**src/rtl/vbr_hdr_pkg.sv**
```systemverilog
package vbr_hdr_pkg;

    // Default for the byte limit of one frame
    localparam int DEFAULT_SCAN_LIMIT = 200;

    // Width of the byte counter (the limit stays below 256)
    localparam int POS_W = 8;

    // Window geometry
    localparam int WIN_LEN        = 26;
    localparam int FIRST_AT       = 4;
    localparam int FULL_AT        = WIN_LEN + FIRST_AT;
    localparam int XING_LEN       = 12;
    localparam int XING_FLAGS_OFS = 4;
    localparam int XING_COUNT_OFS = 8;
    localparam int VBRI_COUNT_OFS = 14;
    localparam int TAIL_LAST_IDX  = WIN_LEN - XING_LEN;

    // Header kinds
    localparam logic [1:0] KIND_NONE        = 2'd0;
    localparam logic [1:0] KIND_XING_COUNT  = 2'd1;
    localparam logic [1:0] KIND_XING_NOCNT  = 2'd2;
    localparam logic [1:0] KIND_VBRI        = 2'd3;

    // Marker characters
    localparam logic [7:0] CH_X_UP = 8'h58;
    localparam logic [7:0] CH_I_LO = 8'h69;
    localparam logic [7:0] CH_N_LO = 8'h6e;
    localparam logic [7:0] CH_G_LO = 8'h67;
    localparam logic [7:0] CH_I_UP = 8'h49;
    localparam logic [7:0] CH_F_LO = 8'h66;
    localparam logic [7:0] CH_O_LO = 8'h6f;
    localparam logic [7:0] CH_V_UP = 8'h56;
    localparam logic [7:0] CH_B_UP = 8'h42;
    localparam logic [7:0] CH_R_UP = 8'h52;

    // Letter flags decoded once as a byte enters the chain
    typedef struct packed {
        logic x_up;
        logic i_lo;
        logic n_lo;
        logic g_lo;
        logic i_up;
        logic f_lo;
        logic o_lo;
        logic v_up;
        logic b_up;
        logic r_up;
    } letter_t;

    // Content of one window cell
    typedef struct packed {
        logic [7:0] data;
        letter_t    flags;
    } cell_t;

    // Decision of the marker comparators
    typedef struct packed {
        logic        hit;
        logic [1:0]  kind;
        logic [31:0] count;
    } match_t;

    function automatic cell_t cell_load(input logic [7:0] b);
        cell_t c;
        c.data       = b;
        c.flags.x_up = (b == CH_X_UP);
        c.flags.i_lo = (b == CH_I_LO);
        c.flags.n_lo = (b == CH_N_LO);
        c.flags.g_lo = (b == CH_G_LO);
        c.flags.i_up = (b == CH_I_UP);
        c.flags.f_lo = (b == CH_F_LO);
        c.flags.o_lo = (b == CH_O_LO);
        c.flags.v_up = (b == CH_V_UP);
        c.flags.b_up = (b == CH_B_UP);
        c.flags.r_up = (b == CH_R_UP);
        return c;
    endfunction

endpackage

```
**src/rtl/vbr_hdr_cell.sv**
```systemverilog
module vbr_hdr_cell
    import vbr_hdr_pkg::*;
(
    input  logic  clk,
    input  logic  shift,
    input  cell_t cell_in,
    output cell_t cell_q,
    output cell_t cell_d
);

    cell_t cell_reg;
    cell_t cell_next;

    // Take the neighbor's content on a shift, hold otherwise
    assign cell_next = shift ? cell_in : cell_reg;

    always_ff @(posedge clk)
    begin
        cell_reg <= cell_next;
    end

    assign cell_q = cell_reg;
    assign cell_d = cell_next;

endmodule

```
**src/rtl/vbr_hdr_match.sv**
```systemverilog
module vbr_hdr_match
    import vbr_hdr_pkg::*;
(
    input  cell_t              win [WIN_LEN],
    input  logic [POS_W-1:0]   pos_next,
    input  logic               full_en,
    input  logic               tail_en,
    output match_t             result
);

    function automatic logic xing_at(input cell_t a, input cell_t b,
                                     input cell_t c, input cell_t d);
        return (a.flags.x_up & b.flags.i_lo & c.flags.n_lo & d.flags.g_lo) |
               (a.flags.i_up & b.flags.n_lo & c.flags.f_lo & d.flags.o_lo);
    endfunction

    function automatic logic vbri_at(input cell_t a, input cell_t b,
                                     input cell_t c, input cell_t d);
        return a.flags.v_up & b.flags.b_up & c.flags.r_up & d.flags.i_up;
    endfunction

    logic        tail_hit;
    logic        tail_flag;
    logic [31:0] tail_count;

    // Pick the earliest Xing/Info among the offsets short of a full window
    always_comb
    begin
        tail_hit   = 1'b0;
        tail_flag  = 1'b0;
        tail_count = '0;
        for (int i = TAIL_LAST_IDX; i >= 1; i--)
        begin
            if (({1'b0, pos_next} + 9'(i) >= 9'(FULL_AT)) &&
                xing_at(win[i], win[i+1], win[i+2], win[i+3]))
            begin
                tail_hit   = 1'b1;
                tail_flag  = win[i+XING_FLAGS_OFS+3].data[0];
                tail_count = {win[i+XING_COUNT_OFS].data,
                              win[i+XING_COUNT_OFS+1].data,
                              win[i+XING_COUNT_OFS+2].data,
                              win[i+XING_COUNT_OFS+3].data};
            end
        end
    end

    // Full test on the oldest cell first, then the tail scan
    always_comb
    begin
        result = '{hit: 1'b0, kind: KIND_NONE, count: 32'd0};
        if (full_en && xing_at(win[0], win[1], win[2], win[3]))
        begin
            result.hit = 1'b1;
            if (win[XING_FLAGS_OFS+3].data[0])
            begin
                result.kind  = KIND_XING_COUNT;
                result.count = {win[XING_COUNT_OFS].data,
                                win[XING_COUNT_OFS+1].data,
                                win[XING_COUNT_OFS+2].data,
                                win[XING_COUNT_OFS+3].data};
            end
            else
            begin
                result.kind = KIND_XING_NOCNT;
            end
        end
        else if (full_en && vbri_at(win[0], win[1], win[2], win[3]))
        begin
            result.hit   = 1'b1;
            result.kind  = KIND_VBRI;
            result.count = {win[VBRI_COUNT_OFS].data,
                            win[VBRI_COUNT_OFS+1].data,
                            win[VBRI_COUNT_OFS+2].data,
                            win[VBRI_COUNT_OFS+3].data};
        end
        else if (tail_en && tail_hit)
        begin
            result.hit = 1'b1;
            if (tail_flag)
            begin
                result.kind  = KIND_XING_COUNT;
                result.count = tail_count;
            end
            else
            begin
                result.kind = KIND_XING_NOCNT;
            end
        end
    end

endmodule

```
**src/rtl/vbr_header_frame_count_scan.sv**
```systemverilog
// VBR header frame count scan.
// Input stream: one frame byte per transfer on s_tdata[7:0], s_tlast set on
// the final byte of the frame. Only the first SCAN_LIMIT bytes are scanned;
// later bytes are taken and dropped, but their s_tlast still closes the frame.
// Output stream: one transfer per frame, issued after the s_tlast transfer,
// carrying the advertised frame count on m_tdata and the header kind on
// m_tuser (0 none, 1 Xing/Info with count, 2 Xing/Info without count, 3 VBRI).
// Throughput: one byte per cycle, back to back across frames, while the output
// is not stalled. The bytes move through a chain of 26 window cells; fixed
// comparators at the window taps decide each offset in the cycle its bytes are
// complete. The result is registered and valid in the cycle after the final
// byte is taken. A stalled receiver holds the result register; while a result
// waits, s_tready follows m_tready, so input bytes stall until it is taken.
// Reset (rst_n low, asynchronous) clears the byte counter, the decision and
// the output valid; the block is then at the start of a frame.
module vbr_header_frame_count_scan
    import vbr_hdr_pkg::*;
#(
    parameter int SCAN_LIMIT = DEFAULT_SCAN_LIMIT
)
(
    input  logic        clk,
    input  logic        rst_n,
    input  logic        s_tvalid,
    output logic        s_tready,
    input  logic [7:0]  s_tdata,   // [7:0] data_byte
    input  logic        s_tlast,   // end_of_frame
    output logic        m_tvalid,
    input  logic        m_tready,
    output logic [31:0] m_tdata,   // [31:0] frame_count
    output logic [1:0]  m_tuser    // [1:0] header_kind
);

    logic             accept;
    logic             shift;
    logic [POS_W-1:0] pos_reg;
    logic [POS_W-1:0] pos_next;
    logic             decided_reg;
    logic [31:0]      held_count_reg;
    logic [1:0]       held_kind_reg;
    logic             full_en;
    logic             tail_en;
    match_t           match;

    logic             out_valid_reg;
    logic [31:0]      out_count_reg;
    logic [1:0]       out_kind_reg;

    cell_t            cell_q [WIN_LEN];
    cell_t            cell_d [WIN_LEN];

    assign s_tready = !out_valid_reg || m_tready;
    assign accept   = s_tvalid && s_tready;
    assign shift    = accept && (pos_reg < POS_W'(SCAN_LIMIT));
    assign pos_next = shift ? pos_reg + 1'b1 : pos_reg;
    assign full_en  = shift && !decided_reg && (pos_next >= POS_W'(FULL_AT));
    assign tail_en  = accept && s_tlast && !decided_reg;

    // Window chain: the newest byte enters at the top cell
    genvar k;
    generate
        for (k = 0; k < WIN_LEN; k++)
        begin : g_cell
            cell_t feed;
            if (k == WIN_LEN - 1)
            begin : g_top
                assign feed = cell_load(s_tdata);
            end
            else
            begin : g_mid
                assign feed = cell_q[k+1];
            end
            vbr_hdr_cell u_cell (
                .clk     (clk),
                .shift   (shift),
                .cell_in (feed),
                .cell_q  (cell_q[k]),
                .cell_d  (cell_d[k])
            );
        end
    endgenerate

    vbr_hdr_match u_match (
        .win      (cell_d),
        .pos_next (pos_next),
        .full_en  (full_en),
        .tail_en  (tail_en),
        .result   (match)
    );

    // Track position and decision; restart at each frame end
    always_ff @(posedge clk or negedge rst_n)
    begin
        if (!rst_n)
        begin
            pos_reg        <= '0;
            decided_reg    <= 1'b0;
            held_count_reg <= '0;
            held_kind_reg  <= KIND_NONE;
        end
        else if (accept)
        begin
            if (s_tlast)
            begin
                pos_reg        <= '0;
                decided_reg    <= 1'b0;
                held_count_reg <= '0;
                held_kind_reg  <= KIND_NONE;
            end
            else
            begin
                pos_reg <= pos_next;
                if (match.hit)
                begin
                    decided_reg    <= 1'b1;
                    held_count_reg <= match.count;
                    held_kind_reg  <= match.kind;
                end
            end
        end
    end

    // Output valid: set on a frame end, clear once taken
    always_ff @(posedge clk or negedge rst_n)
    begin
        if (!rst_n)
        begin
            out_valid_reg <= 1'b0;
        end
        else if (accept && s_tlast)
        begin
            out_valid_reg <= 1'b1;
        end
        else if (m_tready)
        begin
            out_valid_reg <= 1'b0;
        end
    end

    // Load the result payload on a frame end
    always_ff @(posedge clk)
    begin
        if (accept && s_tlast)
        begin
            if (match.hit)
            begin
                out_count_reg <= match.count;
                out_kind_reg  <= match.kind;
            end
            else
            begin
                out_count_reg <= held_count_reg;
                out_kind_reg  <= held_kind_reg;
            end
        end
    end

    assign m_tvalid = out_valid_reg;
    assign m_tdata  = out_count_reg;
    assign m_tuser  = out_kind_reg;

`ifndef SYNTHESIS
    a_pos_bound: assert property (@(posedge clk) disable iff (!rst_n)
        pos_reg <= POS_W'(SCAN_LIMIT))
        else $error("byte counter passed the scan limit");

    a_result_due: assert property (@(posedge clk) disable iff (!rst_n)
        accept && s_tlast |=> m_tvalid)
        else $error("frame end gave no result");

    a_frame_restart: assert property (@(posedge clk) disable iff (!rst_n)
        accept && s_tlast |=> (pos_reg == '0) && !decided_reg)
        else $error("scan state not cleared after frame end");

    a_decided_late: assert property (@(posedge clk) disable iff (!rst_n)
        decided_reg |-> pos_reg >= POS_W'(FULL_AT))
        else $error("decision before a full window");

    a_zero_count: assert property (@(posedge clk) disable iff (!rst_n)
        m_tvalid && (out_kind_reg == KIND_NONE || out_kind_reg == KIND_XING_NOCNT)
        |-> out_count_reg == 32'd0)
        else $error("nonzero count without a count field");
`endif

endmodule
```
**config.mk**
```make
export PLATFORM = sky130hd
export DESIGN_NAME = vbr_header_frame_count_scan
export DESIGN_NICKNAME = d
export VERILOG_FILES = /design/src/rtl/vbr_hdr_pkg.sv /design/src/rtl/vbr_hdr_cell.sv /design/src/rtl/vbr_hdr_match.sv /design/src/rtl/vbr_header_frame_count_scan.sv
export SDC_FILE = /design/constraint.sdc
export NUM_CORES = 1
export LEC_CHECK = 0
export ABC_AREA = 0
export BUFFER_PORTS_ARGS = -buffer_cell sky130_fd_sc_hd__buf_4
export CAP_MARGIN = 20
export CORE_MARGIN = 8
export CORE_UTILIZATION = 50
export CTS_CLUSTER_SIZE = 28
export DETAILED_ROUTE_END_ITERATION = 16
export PLACE_DENSITY = 0.7
export RECOVER_POWER = 25
export SYNTH_ARGS = -nofsm -noshare
export SYNTH_HDL_FRONTEND = slang
export SYNTH_SLANG_ARGS = --single-unit
```
**constraint.sdc**
```tcl
create_clock -name clk -period 14 [get_ports clk]
set_input_delay 2.8 -clock clk [delete_from_list [all_inputs] [get_ports clk]]
set_output_delay 2.8 -clock clk [all_outputs]
set_load 0.01 [all_outputs]
```
* Word level (Yosys, flattened, before mapping) *
Index checks and enable logic that the tools add are counted.

word-level totals
  register bits after elaboration = 483
  latch bits = 0
  memory bits (writable) = 0
  ROM bits = 0
  output and inout port bits = 36
  logic and storage cells = 549
  memories kept = 0

operators by class
  add/sub/neg operators = 15
  multipliers = 0
  div/mod/pow operators = 0
  magnitude comparators = 16
  eq/ne operators = 10
  shifts and indexed selects = 0
  multiplexer cells = 85
  bitwise logic cells = 108
  reduce and logical (&&, ||, !) cells = 29

operators by type and width
  cell                                                  number
  2-to-1 mux 32 bit                                     18
  2-to-1 mux 18 bit                                     18
  >= comparator 9 x 5 -> 1 bit (second input constant)  14
  2-to-1 mux 35 bit                                     3
  AND 1 bit                                             93
  equality test 8 x 7 -> 1 bit (second input constant)  10
  2-to-1 mux 10 bit                                     7
  adder 8 x 4 -> 9 bit (second input constant)          7
  adder 8 x 3 -> 9 bit (second input constant)          4
  2-to-1 mux 1 bit                                      32
  logical AND 1 bit                                     23
  adder 8 x 2 -> 9 bit (second input constant)          2
  2-to-1 mux 8 bit                                      2
  bitwise OR 1 bit                                      15
  2-to-1 mux 11 bit                                     1
  adder 8 x 1 -> 9 bit (second input constant)          1
  adder 8 x 1 -> 8 bit (second input constant)          1
  >= comparator 8 x 5 -> 1 bit (second input constant)  1
  < comparator 8 bit (second input constant)            1
  2-to-1 mux 2 bit                                      4
  nonzero test 2 bit                                    2
  logical NOT 1 bit                                     2
  AND reduction 2 bit                                   1
  logical OR 1 bit                                      1

* Logic depth before layout (Yosys ltp) *
Gate-level depths: netlist (run 1).

  depth after elaboration = 30
  mapped depth = 30
  mapped depth without buffers = 18

* Hierarchy *
A second synthesis (run 1) with hierarchy kept.

second synthesis, totals
  cell total of the unflattened synthesis = 2,469
  area total of the unflattened synthesis = 27,204.8 um^2

modules (own cells, without submodules)
  module                       times used  cells an instance  area an instance (um^2)
  vbr_hdr_cell                 26          38                 631.9
  vbr_hdr_match                1           1,155              7,116.8
  vbr_header_frame_count_scan  1           326                3,659.8

* Worst setup path after synthesis (run 1) *
Ideal clock, no wire load.

  path type = input to register
  start point = input port m_tready
  end point = register g_cell[10].u_cell.cell_reg (netlist bit g_cell[10].u_cell.cell_q[0]), enable pin
  data arrival time = 9.091 ns
  required time = 13.444 ns
  slack = 4.353 ns
  stages on the path = 14
  path through = nor2b_1 -> buf_2 -> inv_2 -> nand3_4 -> inv_2 -> buf_2 -> buf_4 -> buf_2 -> buf_2 -> buf_2 -> buf_2 -> buf_2 -> buf_2 -> clkbuf_1

on the way
  word-level cells in the longest chain between the ends = 3

RTL lines
  element                     RTL line                           text
  from (decl)                 vbr_header_frame_count_scan.sv:29  input logic m_tready,
  logical OR 1 bit            vbr_header_frame_count_scan.sv:52  assign s_tready = !out_valid_reg || m_tready;
  logical AND 1 bit           vbr_header_frame_count_scan.sv:53  assign accept = s_tvalid && s_tready;
  logical AND 1 bit           vbr_header_frame_count_scan.sv:54  assign shift = accept && (pos_reg < POS_W'(SCAN_LIMIT));
  net g_cell[0].u_cell.shift  vbr_hdr_cell.sv:5                  input logic shift,
  to (signal assigned)        vbr_hdr_cell.sv:19                 cell_reg <= cell_next;
  to (decl)                   vbr_hdr_cell.sv:11                 cell_t cell_reg;

The timed path passes the listed nets, and every way through them passes these cells.
A chain may end at the register's enable or synchronous reset.

* Worst setup path after layout (run 1) *
  start point = input port m_tready
  end point = register out_count_reg[10], in the netlist m_tdata[10] (data pin)

on the way
  word-level cells in the longest chain between the ends = 28
  elaborated cells on any way between the ends = 235
  classes of those cells = 14 x add/sub; 15 x order compare; 74 x mux; 108 x bitwise; 24 x reduce/logical

RTL lines
  element                                                                        RTL line                            text
  logical OR 1 bit *                                                             vbr_header_frame_count_scan.sv:52
  logical AND 1 bit *                                                            vbr_header_frame_count_scan.sv:53
  parallel branches: the longest is 24 deep, another holds adder 8 x 4 -> 9 bit  n/a
  2-to-1 mux 35 bit *                                                            vbr_hdr_match.sv:51                 if (full_en && xing_at(win[0], win[1], win[2], win[3]))
  2-to-1 mux 32 bit *                                                            vbr_header_frame_count_scan.sv:145  if (match.hit)
  to (signal assigned)                                                           vbr_header_frame_count_scan.sv:147  out_count_reg <= match.count;
  to (signal assigned)                                                           vbr_header_frame_count_scan.sv:152  out_count_reg <= held_count_reg;
  to (decl)                                                                      vbr_header_frame_count_scan.sv:46   logic [31:0] out_count_reg;

Mark *: on every way between the ends.

==> flow_summary.yaml, run 1 <==
setup_path:
  crit_chain: "buf_4 -> nor2b_1 -> inv_2 -> nand3_4 -> inv_8 -> xnor2_1 -> ha_1 -> inv_1 -> a21oi_1 -> a211oi_1 -> o21ai_1 -> and3_1 -> nand4_2 -> nor4b_1 -> a311o_1 -> o31ai_4 -> nand2_4 -> o221ai_1"
  max_stage_delay_ns: 0.86
  rr_startpoint: "pos_reg[3]"
  start_kind: "input port"
  rr_worst_depth: 16
  endpoint_kind: "flop"
  crit_cells: 18
  setup.worst_path.start: "m_tready"
  path_delay_family: "simple AND/OR/NAND/NOR gates"
  path_max_fanout: 106
  required_ns: 14.32
  crit_path_top_delay_cell: "nor4b_1"
  crit_arrival_ns: 9.66
  r2r_setup_slack_ns: 6.40
  critical_path_buf_inv_count: 4
  timing.rr.end: "m_tdata[10]"
  crit_type: "input port to flop"
hold_path:
  hold_path.class: "flop to flop"
  hold_path_depth: 0
  whs_endpoint: "g_cell[18].u_cell.cell_q[5]"
  hp-start: "g_cell[19].u_cell.cell_q[5]"
clock_network:
  clk_pin_slew_worst_paths_ns: 0.06
  cts_max_level: 2
  post_cts.repair.setup_buffers: 0
  cts_resized: 0
  clockRootBuffer: "clkbuf_16"
  cts_tree: "done"
  numCtsBuffers: 49
  clock-sinks: 468
  holdBufCountCts: 0
  clock_latency_ns: 0.61
  cts_buffer_depth: 3
detailed_routing:
  antenna_left: 0
  vias: 19100
  drt_pass1_iterations: 6
  top_layer: "met4"
  met3_length_um: 3290
  met1_length_um: 26600
  viasPerCell: 6.24
  drt_wl_total_um: 63200
  wl_per_cell_um: 20.7
  wl_met2_um: 30500
  drc_errors: 0
  drt-initial-drc-count: 1977
die:
  start_util_pct: 50.4
  dieHeight_um: 229
  rows: 78
  num_io_pins: 49
  core_area_mm2: 0.0451
  die_w_um: 229
  die_area_mm2: 0.0525
yosys:
  synth_top_family_by_area: "compound AO/OA/AOI/OAI gates"
  syn_nets: 2472
  synth-seq-area-share_pct: 49.8
  synth_xor_area_share_pct: 0.974
  synthCells: 2449
  ys_top_cells_by_area: "edfxtp_1 (23%), dfxtp_1 (22%), nand2_1 (9.8%)"
  yosys_warnings: 0
  synthMuxAreaShare_pct: 4.54
  synth_area_per_cell_um2: 9.28
  ys_ff_latch: 468
  synth_compound_area_share_pct: 21.1
  synth-edff-count: 172
  yosysTopAreaCellShare_pct: 22.7
  ys_types: 103
  synthSimpleGateAreaFrac_pct: 17.8
  syn_area_mm2: 0.0227
  yosysTopAreaCell: "edfxtp_1"
  synth_flop_cell: "dfxtp_1"
  synthArstFlopShare_pct: 9.40
  synthAdderAreaFrac_pct: 0.551
flow_run:
  drv_cap: 1
sta:
  setup_viol: 0
  worstMarginPinSlew_ns: 2.78
  fin_ws_ns: 4.66
  maxSlewHeadroom_pct: -85.5
  hold_violations: 0
  rsz0062_at_grt: "no"
  tns_ns: 0
  timing.hold.ws_ns: 0.411
  max_freq_ghz: 0.107
  min_period_ns: 9.34
  post-route-period-util_pct: 66.7
  fin_worst_skew_ns: 0.0259
  slew_violations: 45
cells_and_area:
  diodes: 0
  drive_gt1_share_pct: 9.37
  post-route-util_pct: 55.5
  syn2layout_area_growth_pct: 10.1
  layout.nets: 2437
  final_cells: 3055
  largest_reg_flops: 390
  final_common_cell: "nand2_1"
  final_cell_mix: "nand2_1 (596), dfxtp_1 (252), edfxtp_1 (172), nor2_1 (120), inv_1 (104)"
placed_design:
  io_buffers: 48
  dp.cells: 2962
  place_congestion: 0.934
  post-place-ws_ns: 4.21
  dp_hpwl_um: 42600
global_route:
  grt_antenna_before_repair: 0
  grt_overflow: 0
  grt_pass1_vias: 18400
  grt_use_total_pct: 23.1
  grt_pass1_wl_um: 99800
  grt_start_max_net_pins: 107
outcome:
  outcome: "finished with violations"
  violations: "capacitance limit, slew limit"
pwr:
  max-vdd-ir-drop_v: 0.000142
  p_per_area_mw_per_mm2: 154
  leakage_nw: 10.5
[synth_stat cells (10+ instances only)]
master,number
a2111oi_0,15
a211oi_1,50
a21oi_1,56
a221o_1,24
a221oi_1,45
a22oi_1,57
a31oi_1,25
and3_1,21
buf_1,14
buf_2,56
buf_4,13
clkbuf_1,82
dfrtp_1,44
dfxtp_1,252
edfxtp_1,172
ha_1,10
inv_1,104
mux2i_1,96
nand2_1,596
nand2b_1,12
nand3_1,30
nand3b_1,14
nand4_1,29
nor2_1,122
nor3_1,35
o211ai_1,29
o21ai_0,71
o21ai_1,53
o221ai_1,29
o221ai_2,14
o22ai_1,66
o31ai_1,15
xnor2_1,15
[worst max path at each step]
stage	endpoint	slack (ns)
after global placement	m_tdata[10]	4.52
after global routing	m_tdata[9]	4.17
after detailed placement	m_tdata[10]	4.21
after floorplan	g_cell[10].u_cell.cell_q[0]	4.35
after CTS	m_tdata[10]	4.86
final	m_tdata[10]	4.66
[logic make-up after synthesis]
logic type,after synthesis
DFF,468
buffers and inverters,280
xor gates and xnor gates,22
and+or+nand+nor,923
muxes,102
adders and majority gates,10
AOI/OAI and AO/OA,644
[cell type report]
cell class | count | area (µm²)
Inverter | 108 | 413
Clock buffer | 60 | 1280
Multi-Input combinational cell | 1701 | 10200
Tap cell | 600 | 751
Sequential cell | 468 | 11300
Timing Repair Buffer | 86 | 634
Fill cell | 3994 | 20100
Clock inverter | 32 | 400
[layer usage]
layer	up-vias	global-route usage (%)
li1	8903	-
met1	9247	29.9
met2	756	38.5
met3	170	2.52
met4	0	10.4
met5	-	0
[per-stage QoR]
step / instance area (µm²) / power (mW)
2_1_floorplan: 22700 / 2.29
3_3_place_gp: 23300 / 2.48
3_5_place_dp: 23400 / 2.50
4_1_cts: 25000 / 3.86
5_1_grt: 25000 / 4.03
6_report: 25000 / 3.85
[power by group]
part	internal (mW)	switching, mW	leakage, nW
Sequential	1.68	0.151	4.37
Clock	0.791	0.569	0.806
Combinational	0.180	0.473	5.32
(Power assumes the default switching activity.)
==> run 2: changes to the inputs <==
--- a/config.mk
+++ b/config.mk
@@ -5,7 +5,7 @@
 export SDC_FILE = /design/constraint.sdc
 export NUM_CORES = 1
 export LEC_CHECK = 0
-export ABC_AREA = 0
+export ABC_AREA = 1
 export BUFFER_PORTS_ARGS = -buffer_cell sky130_fd_sc_hd__buf_4
 export CAP_MARGIN = 20
 export CORE_MARGIN = 8
==> constraint.sdc (replaced) <==
create_clock -name clk -period 8.8 [get_ports clk]
set_input_delay 1.76 -clock clk [delete_from_list [all_inputs] [get_ports clk]]
set_output_delay 1.76 -clock clk [all_outputs]
set_load 0.01 [all_outputs]
==> run 2 against run 1 <==
Effect of this change: the flow still finishes with violations (capacitance limit, slew limit); register-to-register slack worse by 3.5 ns; critical path type unchanged; non-clock buffer count down 2; sequential power up 61%; setup slack worse by 2.6 ns.
==> flow_summary.yaml, run 2 <==
yosys:
  ys_top_cells_by_area: "edfxtp_1 (21%), dfxtp_1 (21%), nand2_1 (18%)"
  synthCells: 3412
  synth-seq-area-share_pct: 46.2
  ys_types: 58
  synthTopCellsByCount: "nand2_1 (1187), inv_1 (412), o21ai_0 (260)"
  yosysTopAreaCellShare_pct: 21.0
  syn_area_mm2: 0.0246
  yosysTopAreaCell: "edfxtp_1"
  synthArstFlopShare_pct: 9.36
  syn_nets: 3435
  ys_ff_latch: 470
  synth_flop_cell: "dfxtp_1"
  yosys_warnings: 0
  synth_area_per_cell_um2: 7.21
  yosys.cell_count.top_type: "nand2_1"
  synth-edff-count: 172
sta:
  max_freq_ghz: 0.149
  setup_viol: 0
  slew_violations: 45
  tns_ns: 0
  post-route-period-util_pct: 76.3
  maxSlewHeadroom_pct: -86.3
  worstMarginPinSlew_ns: 2.79
  fin_worst_skew_ns: 0.0308
  min_period_ns: 6.71
  rsz0062_at_grt: "no"
  hold_violations: 0
die:
  core_area_mm2: 0.0487
  rows: 81
  die_w_um: 238
  num_io_pins: 49
  die_area_mm2: 0.0565
  dieHeight_um: 238
  start_util_pct: 50.4
clock_network:
  cts_resized: 0
  cts_max_level: 2
  post_cts.repair.setup_buffers: 0
  cts_tree: "done"
  numCtsBuffers: 50
  clock-sinks: 470
  clk_pin_slew_worst_paths_ns: 0.06
  cts_buffer_depth: 3
  holdBufCountCts: 0
  clockRootBuffer: "clkbuf_16"
  clock_latency_ns: 0.60
cells_and_area:
  final_common_cell: "nand2_1"
  syn2layout_area_growth_pct: 8.51
  drive_gt1_share_pct: 7.98
  final_cell_mix: "nand2_1 (1185), inv_1 (411), o21ai_0 (260), dfxtp_1 (254), nand3_1 (251)"
  diodes: 0
  post-route-util_pct: 54.7
  layout.nets: 3389
  largest_reg_flops: 392
detailed_routing:
  drt_wl_total_um: 60400
  drc_errors: 0
  wl_per_cell_um: 14.8
  drt_pass1_iterations: 6
  viasPerCell: 5.15
  drt-initial-drc-count: 2003
  antenna_left: 0
  vias: 20900
setup_path:
  required_ns: 9.21
  crit_type: "input port to flop"
  start_kind: "input port"
  path_max_fanout: 73
  crit_arrival_ns: 7.13
  endpoint_kind: "flop"
flow_run:
  drv_cap: 1
pwr:
  leakage_nw: 12.5
  max-vdd-ir-drop_v: 0.000171
  power_mw: 7.30
  p_per_area_mw_per_mm2: 274
global_route:
  grt_antenna_before_repair: 0
  grt_overflow: 0
  grt_pass1_vias: 19100
  grt_start_max_net_pins: 136
  grt_pass1_wl_um: 99300
  grt_use_total_pct: 21.0
placed_design:
  dp_hpwl_um: 39200
  io_buffers: 48
  place_congestion: 0.921
hold_path:
  hold_path.class: "flop to flop"
outcome:
  violations: "capacitance limit, slew limit"
  outcome: "finished with violations"
[run 2: cell count changes in the layout (fill, tap and decap cells not counted), moves of 49 or more]
cell      change
inv_1       +307
a211oi_1     -49
mux2i_1      -79
o22ai_1      -60
nor2_1       +75
a22oi_1      -56
o21ai_0     +189
nand3_1     +221
nand2_1     +589
[run 2: final cells by class]
type | count | area [µm²]
tap | 664 | 831
multi-input combinational | 2329 | 10600
inverter | 431 | 1630
clock buffer | 77 | 1410
fill | 4599 | 22100
clock inverter | 16 | 198
sequential | 470 | 11400
timing repair buffer | 84 | 636
[run 2: final timing paths]
path,start,to,slack (ns),cells after the start
max,m_tready,m_tdata[5],2.09,22
min,g_cell[24].u_cell.cell_q[9],g_cell[23].u_cell.cell_q[9],0.41,0
max reg2reg,m_tvalid,m_tdata[5],2.92,20
min reg2reg,g_cell[24].u_cell.cell_q[9],g_cell[23].u_cell.cell_q[9],0.41,0
max in group asynchronous,rst_n,held_count_reg[20],5.13,1
min in group asynchronous,rst_n,held_count_reg[0],2.05,1
[run 2: power by group]
| part | internal [mW] | switching, mW | total [mW] | leakage [nW] |
|---|---|---|---|---|
| sequential | 2.77 | 0.191 | 2.96 | 4.39 |
| combinational | 0.721 | 1.55 | 2.27 | 7.31 |
| clock | 1.20 | 0.868 | 2.07 | 0.776 |
[run 2: cells by family (layout without fill, tap and decap cells)]
family | after synthesis | after routing | synth area share (%)
adders and majority gates | 10 | 10 | 0.509
muxes | 17 | 17 | 0.692
and+or+nand+nor | 1775 | 1775 | 30.1
xor gates and xnor gates | 8 | 8 | 0.285
AOI/OAI and AO/OA | 519 | 519 | 11.5
DFF | 470 | 470 | 46.2
buffers and inverters | 613 | 608 | 10.8
[run 2: routing by layer]
layer / vias to the layer above / track usage (%) / share of wire (%)
met2: 722 / 32.4 / 44
met3: 114 / 3.90 / 7.8
met1: 9394 / 29.6 / 46
met5: - / 0 / 0
met4: 0 / 6.74 / 2.7
li1: 10700 / - / -
[run 2: per-stage QoR]
stage	hold WS [ns]	cell area, µm²	setup WS, ns	cells
6_report	0.414	26700	2.09	4071
5_1_grt	0.419	26700	1.59	4071
4_1_cts	0.416	26700	2.23	4071
3_5_place_dp	0.405	25100	1.65	3978
3_3_place_gp	0.400	25100	1.76	3978
2_1_floorplan	0.400	24600	2.39	3412
[run 2: critical path, cell delays in order]
cell and delay [ns]:
buf_4 0.08, inv_2 0.04, a21oi_4 0.49, nand2_8 0.39
nand2_2 0.16, nand2_1 0.30, ha_1 0.40, nand2_1 0.12
nand2_1 0.06, nor2_1 0.17, nand2_1 0.08, nor2_1 0.10
nor2_1 0.06, nand2_2 0.35, nand2_2 0.09, inv_1 0.40
nor3_2 0.17, a311oi_2 0.70, nand3_2 0.57, o21ai_0 0.32
nand2_1 0.11, a21boi_1 0.17
